===== config.mk =====
export PLATFORM = sky130hd
export DESIGN_NAME = luma_halfpel_6tap_filter_x4_unit_flat
export DESIGN_NICKNAME = d
export VERILOG_FILES = /design/src/design/lhf_pkg.sv /design/src/design/lhf_if.sv /design/src/design/lhf_lane.sv /design/src/design/luma_halfpel_6tap_filter_x4_unit.sv /design/src/flat_wrapper.sv
export SDC_FILE = /design/constraint.sdc
export NUM_CORES = 1
export LEC_CHECK = 0
export BUFFER_PORTS_ARGS = -buffer_cell sky130_fd_sc_hd__buf_2
export CORE_AREA = 2 2 201 203
export CTS_CLUSTER_SIZE = 40
export DETAILED_ROUTE_END_ITERATION = 6
export DIE_AREA = 0 0 203 205
export GPL_TIMING_DRIVEN = 0
export PLACE_DENSITY = 0.7
export SLEW_MARGIN = 20
export SYNTH_ARGS = -nofsm -noshare
export SYNTH_HDL_FRONTEND = slang
export SYNTH_SLANG_ARGS = --single-unit

===== constraint.sdc =====
create_clock -name clk -period 10.15 [get_ports clk]
set_input_delay 2.03 -clock clk [delete_from_list [all_inputs] [get_ports clk]]
set_output_delay 2.03 -clock clk [all_outputs]
set_load 0.01 [all_outputs]

===== src/design/lhf_pkg.sv =====
// Shared constants and types for the luma half-pel six-tap filter.
// No dependencies; used by the interfaces, the tap lane and the top level.
`timescale 1ns / 1ps
`default_nettype none

package lhf_pkg;

  localparam int unsigned PIX_W      = 8;
  localparam int unsigned WORD_W     = 32;
  localparam int unsigned OFF_W      = 2;
  localparam int unsigned LANES      = 4;
  localparam int unsigned TAPS       = 6;
  localparam int unsigned WIN_PIX    = LANES + TAPS - 1;
  localparam int unsigned IN_PIX     = 12;
  localparam int unsigned PAIR_W     = PIX_W + 1;
  // -2534 .. 10726 after rounding, fits comfortably in 16 signed bits
  localparam int unsigned SUM_W      = 16;

  localparam int unsigned TAP_BIG    = 20;
  localparam int unsigned TAP_SMALL  = 5;
  localparam int unsigned ROUND_ADD  = 16;
  localparam int unsigned NORM_SHIFT = 5;
  localparam int unsigned PIX_MAX    = 255;

  typedef logic [PIX_W-1:0]               pix_t;
  typedef logic [TAPS-1:0][PIX_W-1:0]     tap_win_t;
  typedef logic [WIN_PIX-1:0][PIX_W-1:0]  win_t;
  typedef logic [IN_PIX-1:0][PIX_W-1:0]   pix_row_t;
  typedef logic [PAIR_W-1:0]              pair_t;
  typedef logic signed [SUM_W-1:0]        sum_t;

endpackage

`default_nettype wire


===== src/design/lhf_if.sv =====
// Valid/ready channel interfaces for the filter: pixel words in, packed pixels out.
// Depends on lhf_pkg for field widths.
`timescale 1ns / 1ps
`default_nettype none

interface lhf_in_if;
  logic                            valid;
  logic                            ready;
  logic [lhf_pkg::WORD_W-1:0]      word0;
  logic [lhf_pkg::WORD_W-1:0]      word1;
  logic [lhf_pkg::WORD_W-1:0]      word2;
  logic [lhf_pkg::OFF_W-1:0]       byte_offset;

  modport source (output valid, word0, word1, word2, byte_offset, input ready);
  modport sink   (input valid, word0, word1, word2, byte_offset, output ready);
endinterface

interface lhf_out_if;
  logic                            valid;
  logic                            ready;
  logic [lhf_pkg::WORD_W-1:0]      packed_pixels;

  modport source (output valid, packed_pixels, input ready);
  modport sink   (input valid, packed_pixels, output ready);
endinterface

`default_nettype wire


===== src/design/lhf_lane.sv =====
// One output pixel of the six-tap filter: pair sums, weighted sum, clip.
// Two internal register stages; the clip is combinational off the sum register.
// Depends on lhf_pkg.
`timescale 1ns / 1ps
`default_nettype none

module lhf_lane (
  input  logic              clk,
  input  logic              adv,
  input  lhf_pkg::tap_win_t win,
  output lhf_pkg::pix_t     pix
);

  lhf_pkg::pair_t outer_r, mid_r, inner_r;
  lhf_pkg::pair_t outer_nxt, mid_nxt, inner_nxt;
  lhf_pkg::sum_t  acc_r, acc_nxt;
  lhf_pkg::sum_t  shf;

  // symmetric kernel: fold the window into three pair sums
  always_comb begin
    outer_nxt = lhf_pkg::PAIR_W'(win[0]) + lhf_pkg::PAIR_W'(win[5]);
    mid_nxt   = lhf_pkg::PAIR_W'(win[1]) + lhf_pkg::PAIR_W'(win[4]);
    inner_nxt = lhf_pkg::PAIR_W'(win[2]) + lhf_pkg::PAIR_W'(win[3]);
  end

  // 20 = 16 + 4, 5 = 4 + 1
  always_comb begin
    acc_nxt = lhf_pkg::SUM_W'(outer_r)
            + lhf_pkg::SUM_W'(lhf_pkg::ROUND_ADD)
            + (lhf_pkg::SUM_W'(inner_r) << 4)
            + (lhf_pkg::SUM_W'(inner_r) << 2)
            - (lhf_pkg::SUM_W'(mid_r) << 2)
            - lhf_pkg::SUM_W'(mid_r);
  end

  always_ff @(posedge clk) begin
    if (adv) begin
      outer_r <= outer_nxt;
      mid_r   <= mid_nxt;
      inner_r <= inner_nxt;
      acc_r   <= acc_nxt;
    end
  end

  always_comb begin
    shf = acc_r >>> lhf_pkg::NORM_SHIFT;
    if (acc_r[lhf_pkg::SUM_W-1]) begin
      pix = '0;
    end else if (shf > lhf_pkg::SUM_W'(lhf_pkg::PIX_MAX)) begin
      pix = lhf_pkg::PIX_W'(lhf_pkg::PIX_MAX);
    end else begin
      pix = shf[lhf_pkg::PIX_W-1:0];
    end
  end

endmodule

`default_nettype wire


===== src/design/luma_halfpel_6tap_filter_x4_unit.sv =====
// Top level of the four-pixel luma half-pel six-tap interpolator.
// Depends on lhf_pkg, lhf_in_if / lhf_out_if and lhf_lane.
`timescale 1ns / 1ps
`default_nettype none

// Takes twelve 8-bit reference pixels packed big-endian in three words plus a
// start offset of 0..3, and returns four horizontally filtered half-pel pixels
// (taps 1,-5,20,20,-5,1, round by 16, shift right 5, clip to 0..255) packed in
// one word, first pixel in the top byte. One beat in per cycle, one beat out
// per cycle while the sink is ready. Pipeline: window select, pair sums,
// weighted sum, then the clip feeding the output register. The whole pipe
// stalls together only when the output register holds a beat the sink has
// not taken, so nothing is lost or repeated; while that beat waits the input
// is held off as well.
module luma_halfpel_6tap_filter_x4_unit (
  input  logic      clk,
  input  logic      rst_n,
  lhf_in_if.sink    in_if,
  lhf_out_if.source out_if
);

  logic                           adv;
  logic                           v1_r, v2_r, v3_r, out_valid_r;
  logic                           v1_nxt, v2_nxt, v3_nxt, out_valid_nxt;
  lhf_pkg::pix_row_t              row;
  lhf_pkg::win_t                  win_r, win_nxt;
  lhf_pkg::pix_t                  lane_pix [lhf_pkg::LANES];
  logic [lhf_pkg::WORD_W-1:0]     out_data_r, out_data_nxt;

  // pipe moves whenever the output register is free or being drained
  assign adv         = !out_valid_r || out_if.ready;
  assign in_if.ready = adv;

  // pixel i of the row; pixel 0 is the top byte of word0
  always_comb begin
    for (int i = 0; i < 4; i++) begin
      row[i]     = in_if.word0[lhf_pkg::WORD_W-1-8*i -: lhf_pkg::PIX_W];
      row[i + 4] = in_if.word1[lhf_pkg::WORD_W-1-8*i -: lhf_pkg::PIX_W];
      row[i + 8] = in_if.word2[lhf_pkg::WORD_W-1-8*i -: lhf_pkg::PIX_W];
    end
  end

  // stage 1: nine-pixel window starting at the offset
  always_comb begin
    for (int j = 0; j < int'(lhf_pkg::WIN_PIX); j++) begin
      win_nxt[j] = row[4'(j) + {2'b00, in_if.byte_offset}];
    end
  end

  always_ff @(posedge clk) begin
    if (adv) begin
      win_r <= win_nxt;
    end
  end

  // stages 2 and 3 live in the lanes; lane k sees window pixels k..k+5
  for (genvar k = 0; k < lhf_pkg::LANES; k++) begin : g_lane
    lhf_lane u_lane (
      .clk (clk),
      .adv (adv),
      .win (win_r[k +: lhf_pkg::TAPS]),
      .pix (lane_pix[k])
    );
  end

  // stage 4: output register, lane 0 in the top byte
  always_comb begin
    for (int k = 0; k < int'(lhf_pkg::LANES); k++) begin
      out_data_nxt[lhf_pkg::WORD_W-1-8*k -: lhf_pkg::PIX_W] = lane_pix[k];
    end
  end

  always_ff @(posedge clk) begin
    if (adv) begin
      out_data_r <= out_data_nxt;
    end
  end

  // valid bits travel with the data
  assign v1_nxt        = adv ? in_if.valid : v1_r;
  assign v2_nxt        = adv ? v1_r        : v2_r;
  assign v3_nxt        = adv ? v2_r        : v3_r;
  assign out_valid_nxt = adv ? v3_r        : out_valid_r;

  always_ff @(posedge clk) begin
    if (!rst_n) begin
      v1_r        <= 1'b0;
      v2_r        <= 1'b0;
      v3_r        <= 1'b0;
      out_valid_r <= 1'b0;
    end else begin
      v1_r        <= v1_nxt;
      v2_r        <= v2_nxt;
      v3_r        <= v3_nxt;
      out_valid_r <= out_valid_nxt;
    end
  end

  assign out_if.valid         = out_valid_r;
  assign out_if.packed_pixels = out_data_r;

`ifndef NO_ASSERTIONS
  // a stall freezes every valid bit in the pipe
  a_stall_holds: assert property (@(posedge clk) disable iff (!rst_n)
    !adv |=> $stable(v1_r) && $stable(v2_r) && $stable(v3_r))
    else $error("pipe moved during a stall");

  // an accepted beat always lands in stage 1
  a_accept_lands: assert property (@(posedge clk) disable iff (!rst_n)
    in_if.valid && in_if.ready |=> v1_r)
    else $error("accepted beat lost at stage 1");

  // a new output beat only comes from a valid stage 3
  a_out_source: assert property (@(posedge clk) disable iff (!rst_n)
    adv && !v3_r |=> !out_valid_r)
    else $error("output valid without a stage 3 beat");
`endif

endmodule

`default_nettype wire

===== src/flat_wrapper.sv =====
// flat-port wrapper written by rule: the top's interface ports become plain ports
module luma_halfpel_6tap_filter_x4_unit_flat 
  (clk, rst_n, in_if_valid, in_if_word0, in_if_word1, in_if_word2, in_if_byte_offset, in_if_ready, out_if_valid, out_if_packed_pixels, out_if_ready);
  lhf_in_if in_if_i ();
  lhf_out_if out_if_i ();
  input  logic clk;
  input  logic rst_n;
  input wire logic [$bits(in_if_i.valid)-1:0] in_if_valid;
  input wire logic [$bits(in_if_i.word0)-1:0] in_if_word0;
  input wire logic [$bits(in_if_i.word1)-1:0] in_if_word1;
  input wire logic [$bits(in_if_i.word2)-1:0] in_if_word2;
  input wire logic [$bits(in_if_i.byte_offset)-1:0] in_if_byte_offset;
  output wire logic [$bits(in_if_i.ready)-1:0] in_if_ready;
  output wire logic [$bits(out_if_i.valid)-1:0] out_if_valid;
  output wire logic [$bits(out_if_i.packed_pixels)-1:0] out_if_packed_pixels;
  input wire logic [$bits(out_if_i.ready)-1:0] out_if_ready;
  assign in_if_i.valid = in_if_valid;
  assign in_if_i.word0 = in_if_word0;
  assign in_if_i.word1 = in_if_word1;
  assign in_if_i.word2 = in_if_word2;
  assign in_if_i.byte_offset = in_if_byte_offset;
  assign in_if_ready = in_if_i.ready;
  assign out_if_valid = out_if_i.valid;
  assign out_if_packed_pixels = out_if_i.packed_pixels;
  assign out_if_i.ready = out_if_ready;
  luma_halfpel_6tap_filter_x4_unit u_core (.clk(clk), .rst_n(rst_n), .in_if(in_if_i), .out_if(out_if_i));
endmodule

==> results of run 1 <==
## sequential cells by signal, summed over array words and instances, names as in the netlist
signal and cells:
u_core.v3_r 1, u_core.g_lane.u_lane.inner_r 36, u_core.win_r 72, u_core.v1_r 1
u_core.out_if.packed_pixels 32, u_core.out_if.valid 1, u_core.g_lane.u_lane.mid_r 36, u_core.g_lane.u_lane.acc_r 44
u_core.v2_r 1, u_core.g_lane.u_lane.outer_r 36
## synthesized netlist by cell type, drive strengths merged (2+ instances only)
master   count
o22a         8
o21bai       7
nor2       145
a311oi       5
o31a         9
nand4        2
nand2       77
o21a        15
edfxtp     256
clkbuf      15
a221o        2
or3         13
mux4        56
nor2b       19
a21boi      18
nand2b       8
fa          92
xor2        16
or2         13
o22ai       13
xnor2       65
a31oi        9
a211oi      16
mux2i       21
buf         25
ha         202
nand4b       3
a21oi       54
a2111oi      2
nand3        3
o21ai      103
o211ai       3
inv        259
nand3b       2
mux2        32
dfxtp        4
and3         5
nor3         8
a21o        21
o31ai        5
## stage by stage
step           instances  setup TNS (ps)  setup WS (ps)  instance area [um^2]
2_1_floorplan       1640               0            902                 19000
6_report            2355               0           4480                 21400
3_3_place_gp        2300           -1880          -1880                 20400
3_5_place_dp        2302               0           4480                 20400
5_1_grt             2355               0           4350                 21400
4_1_cts             2355               0           4470                 21400
## worst max-delay path, stage by stage
cell and delay, ps:
sky130_fd_sc_hd__buf_2 70, sky130_fd_sc_hd__nor2b_1 30, sky130_fd_sc_hd__clkbuf_1 220, sky130_fd_sc_hd__inv_8 520, sky130_fd_sc_hd__buf_16 410, sky130_fd_sc_hd__buf_2 220
## path summary, 6_finish.rpt
kind,depth (start not counted),endpoint,from
max,6,in_if_ready,out_if_ready
min,1,u_core.out_if.valid$_SDFFE_PN0P_,u_core.v3_r$_SDFFE_PN0P_
max reg2reg,12,u_core.g_lane[0].u_lane.acc_r[12]$_DFFE_PP_,u_core.g_lane[0].u_lane.mid_r[4]$_DFFE_PP_
min reg2reg,1,u_core.out_if.valid$_SDFFE_PN0P_,u_core.v3_r$_SDFFE_PN0P_
## final cells by class
type	count	share of cell area [%]
multi-input cells	1081	47.2
flip-flops and latches	260	36.2
inverters	259	4.57
repair buffers	137	3.41
clock buffers	30	3.40
well taps	525	3.06
clock inverters	23	1.27
plain buffers	40	0.829
## per-layer routing
metal  vias up  wire, um  share of wire (%)  global-route usage, %
met1      6089     19500                 43                   29.2
met4         0      1690                3.7                   8.37
met2       446     21500                 47                   37.7
li1       6122         -                  -                      -
met5         -         0                  0                      0
met3        94      2680                5.9                   2.91
## cells by family (layout without fill, tap and decap cells)
logic type | Yosys count | in the layout | share of synthesized area [%]
DFF | 260 | 260 | 40.8
muxes | 109 | 109 | 9.62
and+or+nand+nor | 302 | 302 | 7.04
buffers and inverters | 299 | 489 | 6.04
AOI/OAI and AO/OA | 295 | 295 | 9.83
xor gates and xnor gates | 81 | 81 | 3.73
adders and majority gates | 294 | 294 | 22.9
==> load_flow_metrics.sql, run 1 <==
INSERT INTO impl_metrics (metric_group, metric, value, unit) VALUES
('critical_path', 'timing.setup.critical_path_class', 'in2out', ''),
('final_layout', 'nets', '2204', ''),
('cts', 'cts_root_buffer', 'sky130_fd_sc_hd__clkbuf_16', ''),
('timing', 'grt_setup_unrepaired', 'no', ''),
('detailed_routing', 'drt-wirelength-per-cell', '19.3', 'um'),
('critical_path', 'worst-r2r-setup-slack', '6200', 'ps'),
('yosys', 'yosysUniqueCellTypes', '56', ''),
('yosys', 'ys_ff_latch', '260', ''),
('yosys', 'syn_area_per_cell', '11.6', 'um^2'),
('detailed_routing', 'detail_routed_via_count_per_cell', '5.41', ''),
('final_layout', 'multi_input_combinational_cell_area', '0.0101', 'mm^2'),
('min_path', 'type_of_the_worst_min_delay_path', 'reg2reg', ''),
('run_status', 'run_status', 'complete, but fails checks', ''),
('floorplanning', 'core_box_area', '0.0394', 'mm^2'),
('final_layout', 'most_common_cell_after_layout_fill_and_taps_aside', 'sky130_fd_sc_hd__inv_1', ''),
('final_layout', 'nFillCells', '3313', ''),
('critical_path', 'critPathLaunchType', 'primary input', ''),
('final_layout', 'most-common-layout-cells', '258 x sky130_fd_sc_hd__inv_1, 256 x sky130_fd_sc_hd__edfxtp_1, 202 x sky130_fd_sc_hd__ha_1', ''),
('floorplanning', 'fp-row-count', '73', ''),
('critical_path', 'setup.worst_path.end_class', 'primary output', ''),
('final_layout', 'antenna_diode_count', '0', ''),
('yosys', 'yosys_warnings', '0', ''),
('cts', 'cts-buffers-inserted', '29', ''),
('cts', 'clock_transition_at_path_regs', '60', 'ps'),
('global_route', 'antenna_found_initial', '0', ''),
('timing', 'timing.slew.headroom', '53.2', '%'),
('timing', 'hold-worst-slack', '492', 'ps'),
('floorplanning', 'fp.dieH', '205', 'um'),
('run_status', 'violations_in_the_final_reports', 'design-rule violations', ''),
('yosys', 'synth_top_flop_cell', 'sky130_fd_sc_hd__edfxtp_1', ''),
('detailed_routing', 'drt_first_iter_violations', '826', ''),
('timing', 'report.final.slew_viol_count', '0', ''),
('cts', 'tritoncts_clock_tree', 'done', ''),
('final_layout', 'layout-area-overhead-vs-synth', '12.6', '%'),
('cts', 'clk_latency', '570', 'ps'),
('cts', 'hold_buffers', '0', ''),
('yosys', 'async_reset_ff_share', '0', '%'),
('run', 'max_capacitance_violation_count', '0', ''),
('final_layout', 'sequential_area', '0.00777', 'mm^2'),
('cts', 'ctsResizeCount', '0', ''),
('cts', 'clock_h_tree_levels', '1', ''),
('yosys', 'cell_type_contributing_the_most_total_cell_area_after_synthesis', 'sky130_fd_sc_hd__edfxtp_1', ''),
('place', 'detail_placement_hpwl', '36200', 'um'),
('cts', 'clock_path_buffers', '3', ''),
('timing', 'setup_violations', '0', ''),
('yosys', 'synth_nets', '2036', ''),
('timing', 'timing.final.hold_violations', '0', ''),
('place', 'buffer_ports.inserted', '135', ''),
('detailed_routing', 'ant_nets', '0', ''),
('timing', 'clock.fmax', '0.176', 'GHz'),
('detailed_routing', 'drc', '6', ''),
('critical_path', 'critical_path_arrival', '3640', 'ps'),
('place', 'place.gp.congestion', '0.946', ''),
('timing', 'finalWorstPathRequiredPeriod', '5670', 'ps'),
('floorplanning', 'io-pin-count', '136', ''),
('floorplanning', 'die_width', '203', 'um'),
('global_route', 'grt_start_max_net_pins', '94', ''),
('global_route', 'global_route.overflow_total', '0', ''),
('timing', 'clock_skew', '16.7', 'ps'),
('cts', 'cts_sinks', '260', ''),
('yosys', 'synth_area', '0.0190', 'mm^2'),
('detailed_routing', 'drt_first_pass_iters', '7', ''),
('final_layout', 'final_core_utilization', '54.5', '%'),
('yosys', 'syn-instance-count', '1640', ''),
('critical_path', 'critPathRequiredTime', '8120', 'ps'),
('global_route', 'track_usage', '22.2', '%'),
('global_route', 'first_global_vias', '13000', ''),
('yosys', 'synth.top_cells.by_area', 'sky130_fd_sc_hd__edfxtp_1 40%, sky130_fd_sc_hd__ha_1 13%, sky130_fd_sc_hd__fa_1 9.7%', ''),
('yosys', 'synth.yosys.seq_area_share', '40.8', '%'),
('critical_path', 'cp_max_fo', '93', ''),
('floorplanning', 'initial_utilization', '48.4', '%'),
('floorplanning', 'dieArea', '0.0416', 'mm^2'),
('detailed_routing', 'vias', '12800', ''),
('timing', 'layout_worst_path_cycle_share', '55.8', '%'),
('yosys', 'number_of_enable_type_register_cells_in_the_synthesized_netlist', '256', ''),
('detailed_routing', 'wirelength', '45400', 'um'),
('global_route', 'global_route_wire_length_before_repair', '70900', 'um'),
('timing', 'worstMarginPinSlew', '702', 'ps'),
('yosys', 'synth_largest_type_area_fraction', '40.4', '%'),
('final_layout', 'final_layout_size_suffix_gt1_share', '17.0', '%'),
('cts', 'postCtsSetupBuffers', '0', '');
Power of run 1 is left out: the tool's default activity adds up to more than one toggle a clock period on the data nets, which glitch-free logic cannot reach.
==> run 2, diff against run 1 <==
--- a/config.mk
+++ b/config.mk
@@ -11,7 +11,7 @@
 export DETAILED_ROUTE_END_ITERATION = 6
 export DIE_AREA = 0 0 203 205
 export GPL_TIMING_DRIVEN = 0
-export PLACE_DENSITY = 0.7
+export PLACE_DENSITY = 0.73
 export SLEW_MARGIN = 20
 export SYNTH_ARGS = -nofsm -noshare
 export SYNTH_HDL_FRONTEND = slang
==> constraint.sdc (replaced) <==
create_clock -name clk -period 4.62 [get_ports clk]
set_input_delay 0.924 -clock clk [delete_from_list [all_inputs] [get_ports clk]]
set_output_delay 0.924 -clock clk [all_outputs]
set_load 0.01 [all_outputs]
==> load_flow_metrics.sql, run 2 (same netlist as run 1, synthesis figures left out) <==
INSERT INTO impl_metrics (metric_group, metric, value, unit) VALUES
('detailed_routing', 'route.met2.wl', '21800', 'um'),
('final_layout', 'registers.top_by_ff_count', 'u_core.win_r', ''),
('critical_path', 'cp_cell_sequence', 'fa_1 > inv_1 > fa_1 > inv_1 > fa_1 > inv_1 > ha_1 > and3_2 > a221o_2 > a2111oi_1 > a311oi_1', ''),
('cts', 'cts-buffers-inserted', '29', ''),
('global_route', 'first_global_vias', '13100', ''),
('cts', 'clk_latency', '550', 'ps'),
('final_layout', 'nets', '2210', ''),
('cts', 'clock_h_tree_levels', '1', ''),
('final_layout', 'fin_area', '0.0214', 'mm^2'),
('detailed_routing', 'drt_first_iter_violations', '960', ''),
('run', 'max_capacitance_violation_count', '0', ''),
('final_layout', 'top_regs', 'u_core.win_r (72), u_core.g_lane.u_lane.acc_r (44)', ''),
('floorplanning', 'core_box_area', '0.0394', 'mm^2'),
('timing', 'setup_violations', '0', ''),
('global_route', 'global_route_wire_length_before_repair', '70200', 'um'),
('timing', 'finalWorstPathRequiredPeriod', '4000', 'ps'),
('floorplanning', 'fp-row-count', '73', ''),
('global_route', 'global_route.overflow_total', '0', ''),
('global_route', 'antenna_found_initial', '1', ''),
('cts', 'postCtsSetupBuffers', '0', ''),
('cts', 'clock_path_buffers', '3', ''),
('detailed_routing', 'wl_met3', '2890', 'um'),
('detailed_routing', 'vias', '12900', ''),
('critical_path', 'cp_max_fo', '6', ''),
('detailed_routing', 'drc', '0', ''),
('global_route', 'grt_start_max_net_pins', '37', ''),
('floorplanning', 'dieArea', '0.0416', 'mm^2'),
('place', 'place.gp.congestion', '0.949', ''),
('min_path', 'type_of_the_worst_min_delay_path', 'reg2reg', ''),
('place', 'post_dp_cell_area', '0.0205', 'mm^2'),
('cts', 'cts_root_buffer', 'sky130_fd_sc_hd__clkbuf_16', ''),
('timing', 'timing.final.hold_violations', '0', ''),
('timing', 'setup_tns', '0', 'ps'),
('critical_path', 'setup.worst_path.end_class', 'flip-flop', ''),
('place', 'detail_placement_hpwl', '36300', 'um'),
('timing', 'clock_skew', '11.0', 'ps'),
('critical_path', 'critical_path_arrival', '4280', 'ps'),
('floorplanning', 'io-pin-count', '136', ''),
('timing', 'clock.fmax', '0.250', 'GHz'),
('critical_path', 'critPathLaunchType', 'flip-flop', ''),
('detailed_routing', 'detail_routed_via_count_per_cell', '5.48', ''),
('cts', 'clock_transition_at_path_regs', '60', 'ps'),
('critical_path', 'timing.setup.critical_path_class', 'reg2reg', ''),
('cts', 'tritoncts_clock_tree', 'done', ''),
('timing', 'timing.slew.headroom', '65.0', '%'),
('detailed_routing', 'drt_first_pass_iters', '5', ''),
('detailed_routing', 'route.layer.met1.wl', '18700', 'um'),
('floorplanning', 'fp.dieH', '205', 'um'),
('detailed_routing', 'drt-wirelength-per-cell', '19.0', 'um'),
('final_layout', 'most-common-layout-cells', '258 x sky130_fd_sc_hd__inv_1, 256 x sky130_fd_sc_hd__edfxtp_1, 202 x sky130_fd_sc_hd__ha_1', ''),
('critical_path', 'reg2reg_depth', '11', ''),
('critical_path', 'critPathRequiredTime', '4900', 'ps'),
('detailed_routing', 'ant_nets', '0', ''),
('detailed_routing', 'highest_layer', 'met4', ''),
('run_status', 'run_status', 'finished, final reports clean', ''),
('cts', 'hold_buffers', '0', ''),
('global_route', 'track_usage', '22.0', '%'),
('detailed_routing', 'wirelength', '44900', 'um'),
('timing', 'layout_worst_path_cycle_share', '86.5', '%'),
('cts', 'ctsResizeCount', '0', ''),
('timing', 'grt_setup_unrepaired', 'no', ''),
('timing', 'worstMarginPinSlew', '525', 'ps'),
('floorplanning', 'initial_utilization', '48.4', '%'),
('final_layout', 'largest_register_ff_count', '72', ''),
('final_layout', 'nFillCells', '3318', ''),
('min_path', 'whs_path_depth', '1', ''),
('place', 'buffer_ports.inserted', '135', ''),
('final_layout', 'final_core_utilization', '54.5', '%'),
('critical_path', 'cpPeakStageDelay', '530', 'ps'),
('timing', 'report.final.slew_viol_count', '0', ''),
('final_layout', 'most_common_cell_after_layout_fill_and_taps_aside', 'sky130_fd_sc_hd__inv_1', ''),
('cts', 'cts_sinks', '260', ''),
('critical_path', 'critical_path.slowest_cell', 'sky130_fd_sc_hd__fa_1', ''),
('floorplanning', 'die_width', '203', 'um'),
('final_layout', 'final_layout_size_suffix_gt1_share', '16.8', '%'),
('final_layout', 'layout-area-overhead-vs-synth', '12.6', '%');
==> run 2: changes by cell type in the layout (fill, tap and decap cells not counted), moves of 2 or more <==
cell | before | now
sky130_fd_sc_hd__buf_12 | 0 | 7
sky130_fd_sc_hd__diode_2 | 0 | 2
sky130_fd_sc_hd__clkbuf_1 | 16 | 18
sky130_fd_sc_hd__inv_6 | 2 | 0
sky130_fd_sc_hd__bufinv_16 | 5 | 3
sky130_fd_sc_hd__clkinv_4 | 4 | 0
==> run 2: worst max-delay path, delay by kind of cell, from the launching register on <==
kind | cells | cell delay (ps)
AO/OA/AOI/OAI | 3 | 990
buffers and inverters | 3 | 140
adder cells (fa/ha/maj) | 4 | 1900
flip-flops | 1 | 450
AND/OR/NAND/NOR | 1 | 240
==> run 2: metal layers <==
metal  up-vias  global-route usage (%)
met4         0                    8.13
li1       6137                       -
met3        76                    2.64
met1      6224                    28.2
met2       484                    38.5
met5         -                       0
==> run 2: worst paths after layout <==
path                                                                  from                                          end  slack [ps]
worst max-delay path            u_core.g_lane[1].u_lane.mid_r[5]$_DFFE_PP_  u_core.g_lane[1].u_lane.acc_r[14]$_DFFE_PP_         620
worst min-delay path                              u_core.v3_r$_SDFFE_PN0P_             u_core.out_if.valid$_SDFFE_PN0P_         480
worst max register to register  u_core.g_lane[1].u_lane.mid_r[5]$_DFFE_PP_  u_core.g_lane[1].u_lane.acc_r[14]$_DFFE_PP_         620
worst min register to register                    u_core.v3_r$_SDFFE_PN0P_             u_core.out_if.valid$_SDFFE_PN0P_         480
==> run 2: area by class of cell <==
cell class	count	area [um^2]	area share [%]
multi-input combinational	1081	10100	47.2
sequential	260	7770	36.2
inverter	259	976	4.55
timing repair buffer	143	843	3.93
clock buffer	33	741	3.45
tap	525	657	3.06
buffer	40	181	0.846
clock inverter	14	149	0.694
antenna	2	5.00	0.0233
==> run 2: stage by stage <==
step | hold WS, ps | cells | worst slack (ps)
2_1_floorplan | 440 | 1640 | -827
3_3_place_gp | 463 | 2300 | -2790
3_5_place_dp | 472 | 2308 | 332
4_1_cts | 489 | 2355 | 639
5_1_grt | 533 | 2357 | 445
6_report | 485 | 2357 | 625
Power of run 2 is left out for the same reason.
